## src/rtl/pnt_pkg.sv

```systemverilog
package pnt_pkg;

  // Field widths fixed by the interface
  localparam int COORD_W     = 24;
  localparam int TURB_W      = 24;
  localparam int OCT_CFG_W   = 4;
  localparam int FREQ_W      = 16;
  localparam int AMP_STEP_W  = 16;
  localparam int CFG_IDX_W   = 2;
  localparam int CFG_DATA_W  = 16;

  // Defaults for the top level parameters
  localparam int MAX_OCTAVES_DEF   = 8;
  localparam int FRACTION_BITS_DEF = 16;

  // Configuration register indexes
  localparam logic [CFG_IDX_W-1:0] CFG_OCTAVE_COUNT   = 2'd0;
  localparam logic [CFG_IDX_W-1:0] CFG_FREQUENCY_STEP = 2'd1;
  localparam logic [CFG_IDX_W-1:0] CFG_AMPLITUDE_STEP = 2'd2;

  // Configuration reset values
  localparam logic [OCT_CFG_W-1:0]         OCT_RESET  = 4'd1;
  localparam logic [FREQ_W-1:0]            FREQ_RESET = 16'd8192;
  localparam logic signed [AMP_STEP_W-1:0] AMP_RESET  = 16'sd8192;

  typedef struct packed {
    logic signed [COORD_W-1:0] coord_x;
    logic signed [COORD_W-1:0] coord_y;
    logic signed [COORD_W-1:0] coord_z;
  } pnt_in_t;

  typedef struct packed {
    logic [TURB_W-1:0] turbulence_value;
    logic              saturated;
  } pnt_out_t;

  // Top level to sequencer
  typedef struct packed {
    logic start;
    logic fin_ack;
  } pnt_ctl_t;

  // Sequencer to top level
  typedef struct packed {
    logic idle;
    logic fin;
  } pnt_stat_t;

  // Reference permutation of the noise hash
  localparam logic [7:0] PERM [256] = '{
    8'd151, 8'd160, 8'd137, 8'd91,  8'd90,  8'd15,  8'd131, 8'd13,
    8'd201, 8'd95,  8'd96,  8'd53,  8'd194, 8'd233, 8'd7,   8'd225,
    8'd140, 8'd36,  8'd103, 8'd30,  8'd69,  8'd142, 8'd8,   8'd99,
    8'd37,  8'd240, 8'd21,  8'd10,  8'd23,  8'd190, 8'd6,   8'd148,
    8'd247, 8'd120, 8'd234, 8'd75,  8'd0,   8'd26,  8'd197, 8'd62,
    8'd94,  8'd252, 8'd219, 8'd203, 8'd117, 8'd35,  8'd11,  8'd32,
    8'd57,  8'd177, 8'd33,  8'd88,  8'd237, 8'd149, 8'd56,  8'd87,
    8'd174, 8'd20,  8'd125, 8'd136, 8'd171, 8'd168, 8'd68,  8'd175,
    8'd74,  8'd165, 8'd71,  8'd134, 8'd139, 8'd48,  8'd27,  8'd166,
    8'd77,  8'd146, 8'd158, 8'd231, 8'd83,  8'd111, 8'd229, 8'd122,
    8'd60,  8'd211, 8'd133, 8'd230, 8'd220, 8'd105, 8'd92,  8'd41,
    8'd55,  8'd46,  8'd245, 8'd40,  8'd244, 8'd102, 8'd143, 8'd54,
    8'd65,  8'd25,  8'd63,  8'd161, 8'd1,   8'd216, 8'd80,  8'd73,
    8'd209, 8'd76,  8'd132, 8'd187, 8'd208, 8'd89,  8'd18,  8'd169,
    8'd200, 8'd196, 8'd135, 8'd130, 8'd116, 8'd188, 8'd159, 8'd86,
    8'd164, 8'd100, 8'd109, 8'd198, 8'd173, 8'd186, 8'd3,   8'd64,
    8'd52,  8'd217, 8'd226, 8'd250, 8'd124, 8'd123, 8'd5,   8'd202,
    8'd38,  8'd147, 8'd118, 8'd126, 8'd255, 8'd82,  8'd85,  8'd212,
    8'd207, 8'd206, 8'd59,  8'd227, 8'd47,  8'd16,  8'd58,  8'd17,
    8'd182, 8'd189, 8'd28,  8'd42,  8'd223, 8'd183, 8'd170, 8'd213,
    8'd119, 8'd248, 8'd152, 8'd2,   8'd44,  8'd154, 8'd163, 8'd70,
    8'd221, 8'd153, 8'd101, 8'd155, 8'd167, 8'd43,  8'd172, 8'd9,
    8'd129, 8'd22,  8'd39,  8'd253, 8'd19,  8'd98,  8'd108, 8'd110,
    8'd79,  8'd113, 8'd224, 8'd232, 8'd178, 8'd185, 8'd112, 8'd104,
    8'd218, 8'd246, 8'd97,  8'd228, 8'd251, 8'd34,  8'd242, 8'd193,
    8'd238, 8'd210, 8'd144, 8'd12,  8'd191, 8'd179, 8'd162, 8'd241,
    8'd81,  8'd51,  8'd145, 8'd235, 8'd249, 8'd14,  8'd239, 8'd107,
    8'd49,  8'd192, 8'd214, 8'd31,  8'd181, 8'd199, 8'd106, 8'd157,
    8'd184, 8'd84,  8'd204, 8'd176, 8'd115, 8'd121, 8'd50,  8'd45,
    8'd127, 8'd4,   8'd150, 8'd254, 8'd138, 8'd236, 8'd205, 8'd93,
    8'd222, 8'd114, 8'd67,  8'd29,  8'd24,  8'd72,  8'd243, 8'd141,
    8'd128, 8'd195, 8'd78,  8'd66,  8'd215, 8'd61,  8'd156, 8'd180
  };

  function automatic logic [7:0] pnt_perm(input logic [7:0] idx);
    return PERM[idx];
  endfunction

endpackage

```

## src/rtl/perlin_noise_turbulence_3d_unit.sv

```systemverilog
// Channel  Handshake              Payload
// in       in_valid / in_ready    in_data   (coord_x, coord_y, coord_z)
// out      out_valid / out_ready  out_data  (turbulence_value, saturated)
// cfg      cfg_valid / cfg_ready  cfg_index, cfg_data
//
// Each item runs N octaves, N = min(octave_count, MAX_OCTAVES), each on the
// single shared multiplier: 30 multiplies and 14 hash table reads a octave.
// Zero octaves go straight to finish. in_ready is high only while the sequencer is idle.
// A finished result sits in the output register; the sequencer holds until it is free.
// Reset is synchronous, active low; cfg writes are always taken.
module perlin_noise_turbulence_3d_unit #(
  parameter int MAX_OCTAVES   = pnt_pkg::MAX_OCTAVES_DEF,
  parameter int FRACTION_BITS = pnt_pkg::FRACTION_BITS_DEF
) (
  input  logic                              clk,
  input  logic                              rst_n,
  input  logic                              in_valid,
  output logic                              in_ready,
  input  pnt_pkg::pnt_in_t                  in_data,
  output logic                              out_valid,
  input  logic                              out_ready,
  output pnt_pkg::pnt_out_t                 out_data,
  input  logic                              cfg_valid,
  output logic                              cfg_ready,
  input  logic [pnt_pkg::CFG_IDX_W-1:0]     cfg_index,
  input  logic [pnt_pkg::CFG_DATA_W-1:0]    cfg_data
);
  import pnt_pkg::*;

  logic [OCT_CFG_W-1:0]         octave_count_r;
  logic [FREQ_W-1:0]            frequency_step_r;
  logic signed [AMP_STEP_W-1:0] amplitude_step_r;
  logic                         out_valid_r;
  pnt_out_t                     out_data_r;
  pnt_ctl_t                     ctl;
  pnt_stat_t                    stat;
  pnt_out_t                     result;
  logic                         load;

  pnt_seq #(
    .MAX_OCTAVES   (MAX_OCTAVES),
    .FRACTION_BITS (FRACTION_BITS)
  ) u_seq (
    .clk            (clk),
    .rst_n          (rst_n),
    .ctl            (ctl),
    .in_item        (in_data),
    .octave_count   (octave_count_r),
    .frequency_step (frequency_step_r),
    .amplitude_step (amplitude_step_r),
    .stat           (stat),
    .result         (result)
  );

  assign in_ready    = stat.idle;
  assign cfg_ready   = 1'b1;
  assign load        = stat.fin && (!out_valid_r || out_ready);
  assign ctl.start   = in_valid && in_ready;
  assign ctl.fin_ack = load;

  // Write configuration registers
  always_ff @(posedge clk) begin
    if (!rst_n) begin
      octave_count_r   <= OCT_RESET;
      frequency_step_r <= FREQ_RESET;
      amplitude_step_r <= AMP_RESET;
    end else if (cfg_valid && cfg_ready) begin
      unique case (cfg_index)
        CFG_OCTAVE_COUNT:   octave_count_r   <= cfg_data[OCT_CFG_W-1:0];
        CFG_FREQUENCY_STEP: frequency_step_r <= cfg_data;
        CFG_AMPLITUDE_STEP: amplitude_step_r <= $signed(cfg_data);
        default: ;
      endcase
    end
  end

  // Hold the finished item until taken
  always_ff @(posedge clk) begin
    if (!rst_n) begin
      out_valid_r <= 1'b0;
    end else if (load) begin
      out_valid_r <= 1'b1;
    end else if (out_ready) begin
      out_valid_r <= 1'b0;
    end
    if (load)
      out_data_r <= result;
  end

  assign out_valid = out_valid_r;
  assign out_data  = out_data_r;

endmodule

```

## src/rtl/pnt_mul.sv

```systemverilog
module pnt_mul #(
  parameter int MUL_W = 25
) (
  input  logic                      clk,
  input  logic signed [MUL_W-1:0]   mul_a,
  input  logic signed [MUL_W-1:0]   mul_b,
  output logic signed [2*MUL_W-1:0] mul_p_r
);

  // Register the product of the shared multiplier
  always_ff @(posedge clk) begin
    mul_p_r <= mul_a * mul_b;
  end

endmodule

```

## src/rtl/pnt_seq.sv

```systemverilog
module pnt_seq #(
  parameter int MAX_OCTAVES   = 8,
  parameter int FRACTION_BITS = 16
) (
  input  logic                                   clk,
  input  logic                                   rst_n,
  input  pnt_pkg::pnt_ctl_t                      ctl,
  input  pnt_pkg::pnt_in_t                       in_item,
  input  logic [pnt_pkg::OCT_CFG_W-1:0]          octave_count,
  input  logic [pnt_pkg::FREQ_W-1:0]             frequency_step,
  input  logic signed [pnt_pkg::AMP_STEP_W-1:0]  amplitude_step,
  output pnt_pkg::pnt_stat_t                     stat,
  output pnt_pkg::pnt_out_t                      result
);
  import pnt_pkg::*;

  localparam int F      = FRACTION_BITS;
  localparam int AMP_W  = 16 + MAX_OCTAVES;
  localparam int MW0    = (F + 5 > 25) ? F + 5 : 25;
  localparam int MUL_W  = (AMP_W > MW0) ? AMP_W : MW0;
  localparam int P_W    = 2 * MUL_W;
  localparam int V_W    = F + 3;
  localparam int SUM_W  = (20 + MAX_OCTAVES + F > 40) ? 20 + MAX_OCTAVES + F : 40;
  localparam int Q_W    = SUM_W - 14;
  localparam int OCT_CW = $clog2(MAX_OCTAVES + 1);
  localparam int SCL_W  = 48;
  localparam int ACC_W  = 64;

  localparam logic [SCL_W-1:0]        SCALE_CAP   = '1;
  localparam logic [SCL_W-1:0]        SCALE_ONE   = SCL_W'(4096);
  localparam logic signed [AMP_W-1:0] AMP_ONE     = AMP_W'(16384);
  localparam logic [F+4:0]            FIFTEEN_ONE = (F+5)'(15) << F;
  localparam logic signed [F+4:0]     TEN_ONE     = (F+5)'(10) << F;
  localparam logic signed [F+1:0]     ONE_C       = (F+2)'(1) << F;
  localparam logic signed [V_W:0]     ONE_N       = (V_W+1)'(1) << F;

  // Step codes of one octave
  localparam logic [5:0] ST_SX0 = 6'd0,  ST_SX1 = 6'd1,  ST_SY0 = 6'd2,  ST_SY1 = 6'd3;
  localparam logic [5:0] ST_SZ0 = 6'd4,  ST_SZ1 = 6'd5;
  localparam logic [5:0] ST_HA  = 6'd6,  ST_HB  = 6'd7,  ST_HAA = 6'd8,  ST_HAB = 6'd9;
  localparam logic [5:0] ST_HBA = 6'd10, ST_HBB = 6'd11;
  localparam logic [5:0] ST_G0  = 6'd12, ST_G1  = 6'd13, ST_G2  = 6'd14, ST_G3  = 6'd15;
  localparam logic [5:0] ST_G4  = 6'd16, ST_G5  = 6'd17, ST_G6  = 6'd18, ST_G7  = 6'd19;
  localparam logic [5:0] ST_FXA = 6'd20, ST_FXB = 6'd21, ST_FXC = 6'd22, ST_FXD = 6'd23;
  localparam logic [5:0] ST_FYA = 6'd24, ST_FYB = 6'd25, ST_FYC = 6'd26, ST_FYD = 6'd27;
  localparam logic [5:0] ST_FZA = 6'd28, ST_FZB = 6'd29, ST_FZC = 6'd30, ST_FZD = 6'd31;
  localparam logic [5:0] ST_L0  = 6'd32, ST_L1  = 6'd33, ST_LO  = 6'd34, ST_L2  = 6'd35;
  localparam logic [5:0] ST_L3  = 6'd36, ST_HI  = 6'd37, ST_LR  = 6'd38, ST_ACC = 6'd39;
  localparam logic [5:0] ST_AMP = 6'd40, ST_SC0 = 6'd41, ST_SC1 = 6'd42, ST_SC2 = 6'd43;
  localparam logic [5:0] ST_CAP = 6'd44;

  typedef enum logic [1:0] {S_IDLE, S_RUN, S_FIN} state_t;

  state_t                    state_r, state_nxt;
  logic [5:0]                step_r, step_nxt;
  logic                      phase_r, phase_nxt;
  logic [OCT_CW-1:0]         oct_r, oct_nxt, n_r, n_nxt;
  logic [COORD_W-1:0]        cx_r, cx_nxt, cy_r, cy_nxt, cz_r, cz_nxt;
  logic [COORD_W-1:0]        sx_r, sx_nxt, sy_r, sy_nxt, sz_r, sz_nxt;
  logic [35:0]               tmp_r, tmp_nxt, s36;
  logic [SCL_W-1:0]          scale_r, scale_nxt;
  logic [ACC_W-1:0]          acc_r, acc_nxt;
  logic signed [AMP_W-1:0]   amp_r, amp_nxt;
  logic signed [SUM_W-1:0]   sum_r, sum_nxt;
  logic [7:0]                a_r, a_nxt, b_r, b_nxt;
  logic [7:0]                aa_r, aa_nxt, ab_r, ab_nxt, ba_r, ba_nxt, bb_r, bb_nxt;
  logic [3:0]                hh_r [8];
  logic [3:0]                hh_nxt [8];
  logic signed [F+4:0]       inner_r, inner_nxt;
  logic [F-1:0]              t2_r, t2_nxt, t3_r, t3_nxt;
  logic [F:0]                u_r, u_nxt, v_r, v_nxt, w_r, w_nxt;
  logic signed [V_W-1:0]     l0_r, l0_nxt, l1_r, l1_nxt, l2_r, l2_nxt, l3_r, l3_nxt;
  logic signed [V_W-1:0]     lo_r, lo_nxt, hi_r, hi_nxt, res_r, res_nxt;

  logic                      is_rom, is_mul;
  logic [31:0]               sxw, syw, szw;
  logic [7:0]                cell_x, cell_y, cell_z;
  logic [F-1:0]              xf, yf, zf, t_sel;
  logic signed [F+1:0]       x0, x1, y0, y1, z0, z1;
  logic [F+4:0]              a6;
  logic signed [V_W-1:0]     g [8];
  logic signed [V_W-1:0]     la, lb;
  logic signed [V_W:0]       ldiff;
  logic [F:0]                lt;
  logic signed [V_W:0]       nsum;
  logic signed [V_W-1:0]     noise;
  logic [7:0]                rom_idx, rom_q;
  logic signed [MUL_W-1:0]   mul_a, mul_b;
  logic signed [P_W-1:0]     mul_p;
  logic [SUM_W-1:0]          sum_abs;
  logic [Q_W-1:0]            q;

  function automatic logic signed [V_W-1:0] grad_f(input logic [3:0] h,
                                                   input logic signed [F+1:0] gx,
                                                   input logic signed [F+1:0] gy,
                                                   input logic signed [F+1:0] gz);
    logic signed [V_W-1:0] gu, gv;
    gu = (h < 4'd8) ? V_W'(gx) : V_W'(gy);
    if (h < 4'd4)
      gv = V_W'(gy);
    else if (h == 4'd12 || h == 4'd14)
      gv = V_W'(gx);
    else
      gv = V_W'(gz);
    if (h[0]) gu = -gu;
    if (h[1]) gv = -gv;
    return gu + gv;
  endfunction

  pnt_mul #(.MUL_W(MUL_W)) u_mul (
    .clk     (clk),
    .mul_a   (mul_a),
    .mul_b   (mul_b),
    .mul_p_r (mul_p)
  );

  // Split scaled coordinates into cell and fraction
  assign sxw    = 32'(sx_r) >> F;
  assign syw    = 32'(sy_r) >> F;
  assign szw    = 32'(sz_r) >> F;
  assign cell_x = sxw[7:0];
  assign cell_y = syw[7:0];
  assign cell_z = szw[7:0];
  assign xf     = sx_r[F-1:0];
  assign yf     = sy_r[F-1:0];
  assign zf     = sz_r[F-1:0];
  assign x0     = $signed({2'b00, xf});
  assign y0     = $signed({2'b00, yf});
  assign z0     = $signed({2'b00, zf});
  assign x1     = x0 - ONE_C;
  assign y1     = y0 - ONE_C;
  assign z1     = z0 - ONE_C;

  // Corner gradients
  assign g[0] = grad_f(hh_r[0], x0, y0, z0);
  assign g[1] = grad_f(hh_r[1], x1, y0, z0);
  assign g[2] = grad_f(hh_r[2], x0, y1, z0);
  assign g[3] = grad_f(hh_r[3], x1, y1, z0);
  assign g[4] = grad_f(hh_r[4], x0, y0, z1);
  assign g[5] = grad_f(hh_r[5], x1, y0, z1);
  assign g[6] = grad_f(hh_r[6], x0, y1, z1);
  assign g[7] = grad_f(hh_r[7], x1, y1, z1);

  assign is_rom = (step_r >= ST_HA) && (step_r <= ST_G7);
  assign is_mul = !is_rom && (step_r != ST_CAP);

  // Select fade input and lerp operands
  always_comb begin
    case (step_r)
      ST_FYA, ST_FYB, ST_FYC, ST_FYD: t_sel = yf;
      ST_FZA, ST_FZB, ST_FZC, ST_FZD: t_sel = zf;
      default:                        t_sel = xf;
    endcase
    case (step_r)
      ST_L0:   begin lt = u_r; la = g[0]; lb = g[1]; end
      ST_L1:   begin lt = u_r; la = g[2]; lb = g[3]; end
      ST_LO:   begin lt = v_r; la = l0_r; lb = l1_r; end
      ST_L2:   begin lt = u_r; la = g[4]; lb = g[5]; end
      ST_L3:   begin lt = u_r; la = g[6]; lb = g[7]; end
      ST_HI:   begin lt = v_r; la = l2_r; lb = l3_r; end
      default: begin lt = w_r; la = lo_r; lb = hi_r; end
    endcase
  end

  assign a6    = ({5'b0, t_sel} << 2) + ({5'b0, t_sel} << 1) - FIFTEEN_ONE;
  assign ldiff = (V_W+1)'(lb) - (V_W+1)'(la);
  assign nsum  = (V_W+1)'(res_r) + ONE_N;
  assign noise = nsum[V_W:1];
  assign s36   = tmp_r + {mul_p[17:0], 18'b0};

  // Hash table address
  always_comb begin
    case (step_r)
      ST_HA:   rom_idx = cell_x;
      ST_HB:   rom_idx = cell_x + 8'd1;
      ST_HAA:  rom_idx = a_r;
      ST_HAB:  rom_idx = a_r + 8'd1;
      ST_HBA:  rom_idx = b_r;
      ST_HBB:  rom_idx = b_r + 8'd1;
      ST_G0:   rom_idx = aa_r;
      ST_G1:   rom_idx = ba_r;
      ST_G2:   rom_idx = ab_r;
      ST_G3:   rom_idx = bb_r;
      ST_G4:   rom_idx = aa_r + 8'd1;
      ST_G5:   rom_idx = ba_r + 8'd1;
      ST_G6:   rom_idx = ab_r + 8'd1;
      ST_G7:   rom_idx = bb_r + 8'd1;
      default: rom_idx = 8'd0;
    endcase
  end
  assign rom_q = pnt_perm(rom_idx);

  // Multiplier operands
  always_comb begin
    case (step_r)
      ST_SX0: begin mul_a = MUL_W'($signed(cx_r)); mul_b = MUL_W'(scale_r[17:0]);  end
      ST_SX1: begin mul_a = MUL_W'($signed(cx_r)); mul_b = MUL_W'(scale_r[35:18]); end
      ST_SY0: begin mul_a = MUL_W'($signed(cy_r)); mul_b = MUL_W'(scale_r[17:0]);  end
      ST_SY1: begin mul_a = MUL_W'($signed(cy_r)); mul_b = MUL_W'(scale_r[35:18]); end
      ST_SZ0: begin mul_a = MUL_W'($signed(cz_r)); mul_b = MUL_W'(scale_r[17:0]);  end
      ST_SZ1: begin mul_a = MUL_W'($signed(cz_r)); mul_b = MUL_W'(scale_r[35:18]); end
      ST_FXA, ST_FYA, ST_FZA: begin
        mul_a = MUL_W'(t_sel);
        mul_b = MUL_W'($signed(a6));
      end
      ST_FXB, ST_FYB, ST_FZB: begin mul_a = MUL_W'(t_sel); mul_b = MUL_W'(t_sel); end
      ST_FXC, ST_FYC, ST_FZC: begin mul_a = MUL_W'(t2_r);  mul_b = MUL_W'(t_sel); end
      ST_FXD, ST_FYD, ST_FZD: begin mul_a = MUL_W'(t3_r);  mul_b = MUL_W'(inner_r); end
      ST_L0, ST_L1, ST_LO, ST_L2, ST_L3, ST_HI, ST_LR: begin
        mul_a = MUL_W'(lt);
        mul_b = MUL_W'(ldiff);
      end
      ST_ACC: begin mul_a = MUL_W'(amp_r); mul_b = MUL_W'(noise); end
      ST_AMP: begin mul_a = MUL_W'(amp_r); mul_b = MUL_W'(amplitude_step); end
      ST_SC0: begin mul_a = MUL_W'(scale_r[15:0]);  mul_b = MUL_W'(frequency_step); end
      ST_SC1: begin mul_a = MUL_W'(scale_r[31:16]); mul_b = MUL_W'(frequency_step); end
      ST_SC2: begin mul_a = MUL_W'(scale_r[47:32]); mul_b = MUL_W'(frequency_step); end
      default: begin mul_a = '0; mul_b = '0; end
    endcase
  end

  // Sequencer and write-back
  always_comb begin
    state_nxt = state_r;
    step_nxt  = step_r;
    phase_nxt = phase_r;
    oct_nxt   = oct_r;
    n_nxt     = n_r;
    cx_nxt    = cx_r;
    cy_nxt    = cy_r;
    cz_nxt    = cz_r;
    sx_nxt    = sx_r;
    sy_nxt    = sy_r;
    sz_nxt    = sz_r;
    tmp_nxt   = tmp_r;
    scale_nxt = scale_r;
    acc_nxt   = acc_r;
    amp_nxt   = amp_r;
    sum_nxt   = sum_r;
    a_nxt     = a_r;
    b_nxt     = b_r;
    aa_nxt    = aa_r;
    ab_nxt    = ab_r;
    ba_nxt    = ba_r;
    bb_nxt    = bb_r;
    hh_nxt    = hh_r;
    inner_nxt = inner_r;
    t2_nxt    = t2_r;
    t3_nxt    = t3_r;
    u_nxt     = u_r;
    v_nxt     = v_r;
    w_nxt     = w_r;
    l0_nxt    = l0_r;
    l1_nxt    = l1_r;
    l2_nxt    = l2_r;
    l3_nxt    = l3_r;
    lo_nxt    = lo_r;
    hi_nxt    = hi_r;
    res_nxt   = res_r;
    unique case (state_r)
      S_IDLE: begin
        if (ctl.start) begin
          cx_nxt    = in_item.coord_x;
          cy_nxt    = in_item.coord_y;
          cz_nxt    = in_item.coord_z;
          scale_nxt = SCALE_ONE;
          amp_nxt   = AMP_ONE;
          sum_nxt   = '0;
          oct_nxt   = '0;
          step_nxt  = ST_SX0;
          phase_nxt = 1'b0;
          if (int'(octave_count) > MAX_OCTAVES)
            n_nxt = OCT_CW'(MAX_OCTAVES);
          else
            n_nxt = OCT_CW'(octave_count);
          state_nxt = (octave_count == '0) ? S_FIN : S_RUN;
        end
      end
      S_RUN: begin
        if (is_mul && !phase_r) begin
          phase_nxt = 1'b1;
        end else begin
          phase_nxt = 1'b0;
          step_nxt  = step_r + 6'd1;
          case (step_r)
            ST_SX0, ST_SY0, ST_SZ0: tmp_nxt = mul_p[35:0];
            ST_SX1: sx_nxt = s36[35:12];
            ST_SY1: sy_nxt = s36[35:12];
            ST_SZ1: sz_nxt = s36[35:12];
            ST_HA:  a_nxt  = rom_q + cell_y;
            ST_HB:  b_nxt  = rom_q + cell_y;
            ST_HAA: aa_nxt = rom_q + cell_z;
            ST_HAB: ab_nxt = rom_q + cell_z;
            ST_HBA: ba_nxt = rom_q + cell_z;
            ST_HBB: bb_nxt = rom_q + cell_z;
            ST_G0:  hh_nxt[0] = rom_q[3:0];
            ST_G1:  hh_nxt[1] = rom_q[3:0];
            ST_G2:  hh_nxt[2] = rom_q[3:0];
            ST_G3:  hh_nxt[3] = rom_q[3:0];
            ST_G4:  hh_nxt[4] = rom_q[3:0];
            ST_G5:  hh_nxt[5] = rom_q[3:0];
            ST_G6:  hh_nxt[6] = rom_q[3:0];
            ST_G7:  hh_nxt[7] = rom_q[3:0];
            ST_FXA, ST_FYA, ST_FZA: inner_nxt = $signed(mul_p[2*F+4:F]) + TEN_ONE;
            ST_FXB, ST_FYB, ST_FZB: t2_nxt = mul_p[2*F-1:F];
            ST_FXC, ST_FYC, ST_FZC: t3_nxt = mul_p[2*F-1:F];
            ST_FXD: u_nxt = mul_p[2*F:F];
            ST_FYD: v_nxt = mul_p[2*F:F];
            ST_FZD: w_nxt = mul_p[2*F:F];
            ST_L0:  l0_nxt  = la + $signed(mul_p[F+V_W-1:F]);
            ST_L1:  l1_nxt  = la + $signed(mul_p[F+V_W-1:F]);
            ST_LO:  lo_nxt  = la + $signed(mul_p[F+V_W-1:F]);
            ST_L2:  l2_nxt  = la + $signed(mul_p[F+V_W-1:F]);
            ST_L3:  l3_nxt  = la + $signed(mul_p[F+V_W-1:F]);
            ST_HI:  hi_nxt  = la + $signed(mul_p[F+V_W-1:F]);
            ST_LR:  res_nxt = la + $signed(mul_p[F+V_W-1:F]);
            ST_ACC: sum_nxt = sum_r + $signed(mul_p[SUM_W-1:0]);
            ST_AMP: amp_nxt = $signed(mul_p[14+AMP_W-1:14]);
            ST_SC0: acc_nxt = ACC_W'(mul_p[31:0]);
            ST_SC1: acc_nxt = acc_r + (ACC_W'(mul_p[31:0]) << 16);
            ST_SC2: acc_nxt = acc_r + (ACC_W'(mul_p[31:0]) << 32);
            ST_CAP: begin
              // Clamp the running scale, then close the octave
              scale_nxt = (|acc_r[63:60]) ? SCALE_CAP : acc_r[59:12];
              step_nxt  = ST_SX0;
              if (OCT_CW'(oct_r + 1'b1) == n_r)
                state_nxt = S_FIN;
              else
                oct_nxt = oct_r + 1'b1;
            end
            default: ;
          endcase
        end
      end
      S_FIN: begin
        if (ctl.fin_ack)
          state_nxt = S_IDLE;
      end
      default: state_nxt = S_IDLE;
    endcase
  end

  always_ff @(posedge clk) begin
    if (!rst_n) begin
      state_r <= S_IDLE;
      step_r  <= ST_SX0;
      phase_r <= 1'b0;
      oct_r   <= '0;
      n_r     <= '0;
    end else begin
      state_r <= state_nxt;
      step_r  <= step_nxt;
      phase_r <= phase_nxt;
      oct_r   <= oct_nxt;
      n_r     <= n_nxt;
    end
    cx_r    <= cx_nxt;
    cy_r    <= cy_nxt;
    cz_r    <= cz_nxt;
    sx_r    <= sx_nxt;
    sy_r    <= sy_nxt;
    sz_r    <= sz_nxt;
    tmp_r   <= tmp_nxt;
    scale_r <= scale_nxt;
    acc_r   <= acc_nxt;
    amp_r   <= amp_nxt;
    sum_r   <= sum_nxt;
    a_r     <= a_nxt;
    b_r     <= b_nxt;
    aa_r    <= aa_nxt;
    ab_r    <= ab_nxt;
    ba_r    <= ba_nxt;
    bb_r    <= bb_nxt;
    hh_r    <= hh_nxt;
    inner_r <= inner_nxt;
    t2_r    <= t2_nxt;
    t3_r    <= t3_nxt;
    u_r     <= u_nxt;
    v_r     <= v_nxt;
    w_r     <= w_nxt;
    l0_r    <= l0_nxt;
    l1_r    <= l1_nxt;
    l2_r    <= l2_nxt;
    l3_r    <= l3_nxt;
    lo_r    <= lo_nxt;
    hi_r    <= hi_nxt;
    res_r   <= res_nxt;
  end

  // Fold the signed sum to a saturated magnitude
  assign sum_abs = sum_r[SUM_W-1] ? SUM_W'(-sum_r) : SUM_W'(sum_r);
  assign q       = sum_abs[SUM_W-1:14];
  assign result.saturated        = |q[Q_W-1:TURB_W];
  assign result.turbulence_value = result.saturated ? '1 : q[TURB_W-1:0];

  assign stat.idle = (state_r == S_IDLE);
  assign stat.fin  = (state_r == S_FIN);

  a_start_idle: assert property (@(posedge clk) disable iff (!rst_n)
    ctl.start |-> state_r == S_IDLE)
    else $error("item started while sequencer busy");

  a_rom_one_cycle: assert property (@(posedge clk) disable iff (!rst_n)
    (state_r == S_RUN && is_rom) |-> !phase_r)
    else $error("table step entered multiply phase");

  a_oct_bound: assert property (@(posedge clk) disable iff (!rst_n)
    state_r == S_RUN |-> oct_r < n_r)
    else $error("octave counter out of range");

  a_zero_oct: assert property (@(posedge clk) disable iff (!rst_n)
    (ctl.start && state_r == S_IDLE && octave_count == '0) |=> state_r == S_FIN)
    else $error("zero octaves did not finish at once");

endmodule
```

## config.mk

```make
export PLATFORM = sky130hd
export DESIGN_NAME = perlin_noise_turbulence_3d_unit
export DESIGN_NICKNAME = d
export VERILOG_FILES = /design/src/rtl/pnt_pkg.sv /design/src/rtl/perlin_noise_turbulence_3d_unit.sv /design/src/rtl/pnt_mul.sv /design/src/rtl/pnt_seq.sv
export SDC_FILE = /design/constraint.sdc
export NUM_CORES = 2
export LEC_CHECK = 0
export BUFFER_PORTS_ARGS = -buffer_cell sky130_fd_sc_hd__buf_2
export CELL_PAD_IN_SITES_DETAIL_PLACEMENT = 0
export CELL_PAD_IN_SITES_GLOBAL_PLACEMENT = 1
export CORE_MARGIN = 5
export CORE_UTILIZATION = 52
export DETAILED_ROUTE_END_ITERATION = 12
export PLACE_DENSITY_LB_ADDON = 0.1
export REMOVE_ABC_BUFFERS = 1
export SLEW_MARGIN = 10
export SYNTH_ARGS = -nofsm -noshare
export SYNTH_HDL_FRONTEND = slang
export SYNTH_HIERARCHICAL = 1
export SYNTH_SLANG_ARGS = --single-unit
```

## constraint.sdc

```tcl
create_clock -name clk -period 19.48 [get_ports clk]
set_clock_uncertainty 0.05 [all_clocks]
set_input_delay 3.896 -clock clk [delete_from_list [all_inputs] [get_ports clk]]
set_output_delay 3.896 -clock clk [all_outputs]
set_load 0.02 [all_outputs]
```

==> metrics.log <==
INFO  metric antenna_found_initial = 15
INFO  metric ios = 123
INFO  metric postCtsSetupBuffers = 0
INFO  metric tritoncts_num_sinks = roughly 780
INFO  metric grt_pass1_wl = 456,000 um
INFO  metric timing.setup.tns = 0 ns
INFO  metric multi_input_combinational_cell_area = 55,400 um^2
INFO  metric report.final.slew_viol_count = 0
INFO  metric ctsRootBufferMaster = clkbuf_16
INFO  metric timing.critical_path.from_type = flip-flop
INFO  metric longest_clk_path_bufs = 3
INFO  metric drive_above_1_share = 0.0739
INFO  metric layout_worst_path_cycle_share = 0.813
INFO  metric cts_resized = 0
INFO  metric synth_area_per_cell = approximately 9.1 um^2
INFO  metric route.detailed.drc = 0
INFO  metric critPathRequiredTime = 20.06 ns
INFO  metric cts_tree = done
INFO  metric min_delay_path_depth = 2
INFO  metric dr.pass1.iters = 9
INFO  metric final-setup-viol-count = 0
INFO  metric detailroute.via_count = 71,475
INFO  metric cts_inserted_buffers = 89
INFO  metric finalWeightedCongestion = 0.997
INFO  metric max_cap_viol_count = 0
INFO  metric post-place-cells = 10,952
INFO  metric die_area = roughly 170,000 um^2
INFO  metric critPathCaptureType = flip-flop
INFO  metric globalRouteTotalUtil = 0.363
INFO  metric post_synthesis_cells = 9,090
INFO  metric final-hold-violation-count = 0
INFO  metric die_width = 409 um
INFO  metric ff_latch_area = 22,300 um^2
INFO  metric clk_pin_slew = ~0.07 ns
INFO  metric design_area = between 80,000 and 90,000 um^2
INFO  metric hold_start = amplitude_step_r[11]
INFO  metric clock_latency = roughly 0.73 ns
INFO  metric worstPathArrival = between 15 and 20 ns
INFO  metric dp_hpwl = 222,000 um
INFO  metric start_util = 0.522
INFO  metric worst_hold_path.endpoint = amplitude_step_r[11]
INFO  metric critPathMostFrequentCell = fa_1
INFO  metric syn_area = 82,600 um^2
INFO  metric grt_max_degree = 78
INFO  metric critical-path-slowest-cell = edfxtp_1
INFO  metric worstPathBufferInverterCount = 6
INFO  metric rsz0062_at_grt = no
INFO  metric mostFrequentLayoutCell = nand2_1
INFO  metric holdBufCountCts = 0
INFO  metric floorplan.rows = 146
INFO  metric first_global_vias = just under 70,000
INFO  metric slowest_delay = about 0.99 ns
INFO  metric area_growth_syn_to_layout = 7.44%
INFO  metric status = finished, final reports clean
INFO  metric holdCritPathClass = flip-flop to flip-flop
INFO  metric via_per_inst = 6.42
INFO  metric io_buffers = 121
INFO  metric layoutNonFillerInstCount = 11,133
INFO  metric cts_htree_levels = 3
INFO  metric timing.final.crit_period = 15.84 ns
INFO  metric regToRegSetupSlack = 3.64 ns
INFO  metric layout.nets = 10,210
INFO  metric yosysWarningCount = 6
INFO  metric drt_wl_total = a little over 300,000 um
INFO  metric leading_cell_types_in_the_layout_fill_and_taps_excluded = nand2_1, inv_1, edfxtp_1
INFO  metric r2r-end = u_seq/u_mul/mul_p_r[41]
INFO  metric tightest_slew = 1.32 ns
INFO  metric die_h = 409 um
INFO  metric worst_path_dominant_cell_family = compound AO/OA/AOI/OAI gates
INFO  metric layout.filler_cells = 14,228
INFO  metric fmax = 63.1 MHz
INFO  metric critical_path.reg2reg.startpoint = u_seq/hh_r[30]
INFO  metric ant_nets = 0
INFO  metric timing.slew.headroom = 0.113
INFO  metric kind_of_critical_path = flip-flop to flip-flop
INFO  metric placed_area = approximately 86,000 um^2
INFO  metric routed_wirelength_normalized_by_instance_count = 28.0 um
INFO  metric critical_path_peak_fanout = 66
INFO  metric fp.coreArea = 158,000 um^2
INFO  metric worst_case_reg_to_reg_path_depth = 51
INFO  metric detail_route.iter0.violations = 8,590
INFO  metric gr-total-overflow = 0
[state kept, by name (all words and copies together) (netlist names), 25 cells and up]
register / count
u_seq/u_mul/mul_p_r: 44
u_seq/scale_r: 48
out_data: 25
u_seq/hh_r: 32
u_seq/sum_r: 44
u_seq/acc_r: 52
[metrics by stage]
stage / utilization / worst slack [ns] / hold WS [ns]
after floorplan: - / 5.06 / 0.384
after global placement: 0.542 / 4.05 / 0.394
after detailed placement: 0.542 / 3.93 / 0.405
after CTS: 0.561 / 3.86 / 0.409
after global routing: 0.561 / 2.70 / 0.429
final: 0.561 / 3.64 / 0.410
[final cells by class]
cell class	instances	area share
Antenna cell	14	0.000395
Clock buffer	105	0.0267
Clock inverter	62	0.00754
Inverter	820	0.0347
Multi-Input combinational cell	6931	0.624
Sequential cell	775	0.251
Tap cell	2072	0.0292
Timing Repair Buffer	354	0.0265
[layer usage]
metal / part of all wire / track usage / vias to the layer above
met5: 0.000048 / 0 / -
met4: 0.066 / 0.207 / 2
met3: 0.098 / 0.0667 / 795
met2: 0.45 / 0.569 / 3903
met1: 0.39 / 0.476 / 35133
li1: - / - / 31642
[how the worst max path moves through the flow]
stage | cells past startpoint | endpoint | start
after global routing | 51 | u_seq/u_mul/mul_p_r[37] | u_seq/hh_r[30]
after CTS | 51 | u_seq/u_mul/mul_p_r[41] | u_seq/hh_r[30]
after global placement | 52 | u_seq/u_mul/mul_p_r[40] | u_seq/hh_r[30]
after floorplan | 49 | u_seq/u_mul/mul_p_r[41] | u_seq/hh_r[30]
final | 51 | u_seq/u_mul/mul_p_r[41] | u_seq/hh_r[30]
after detailed placement | 51 | u_seq/u_mul/mul_p_r[41] | u_seq/hh_r[30]
[worst min-delay path: cells and delay by family, from the launching register on]
kind / cells / cell delay, ns
mux: 1 / 0.05
flops: 1 / 0.31
simple gates: 1 / 0.05
Power is not shown: default switching activity piles up to over one toggle a cycle in this logic, so the estimate is an artifact.
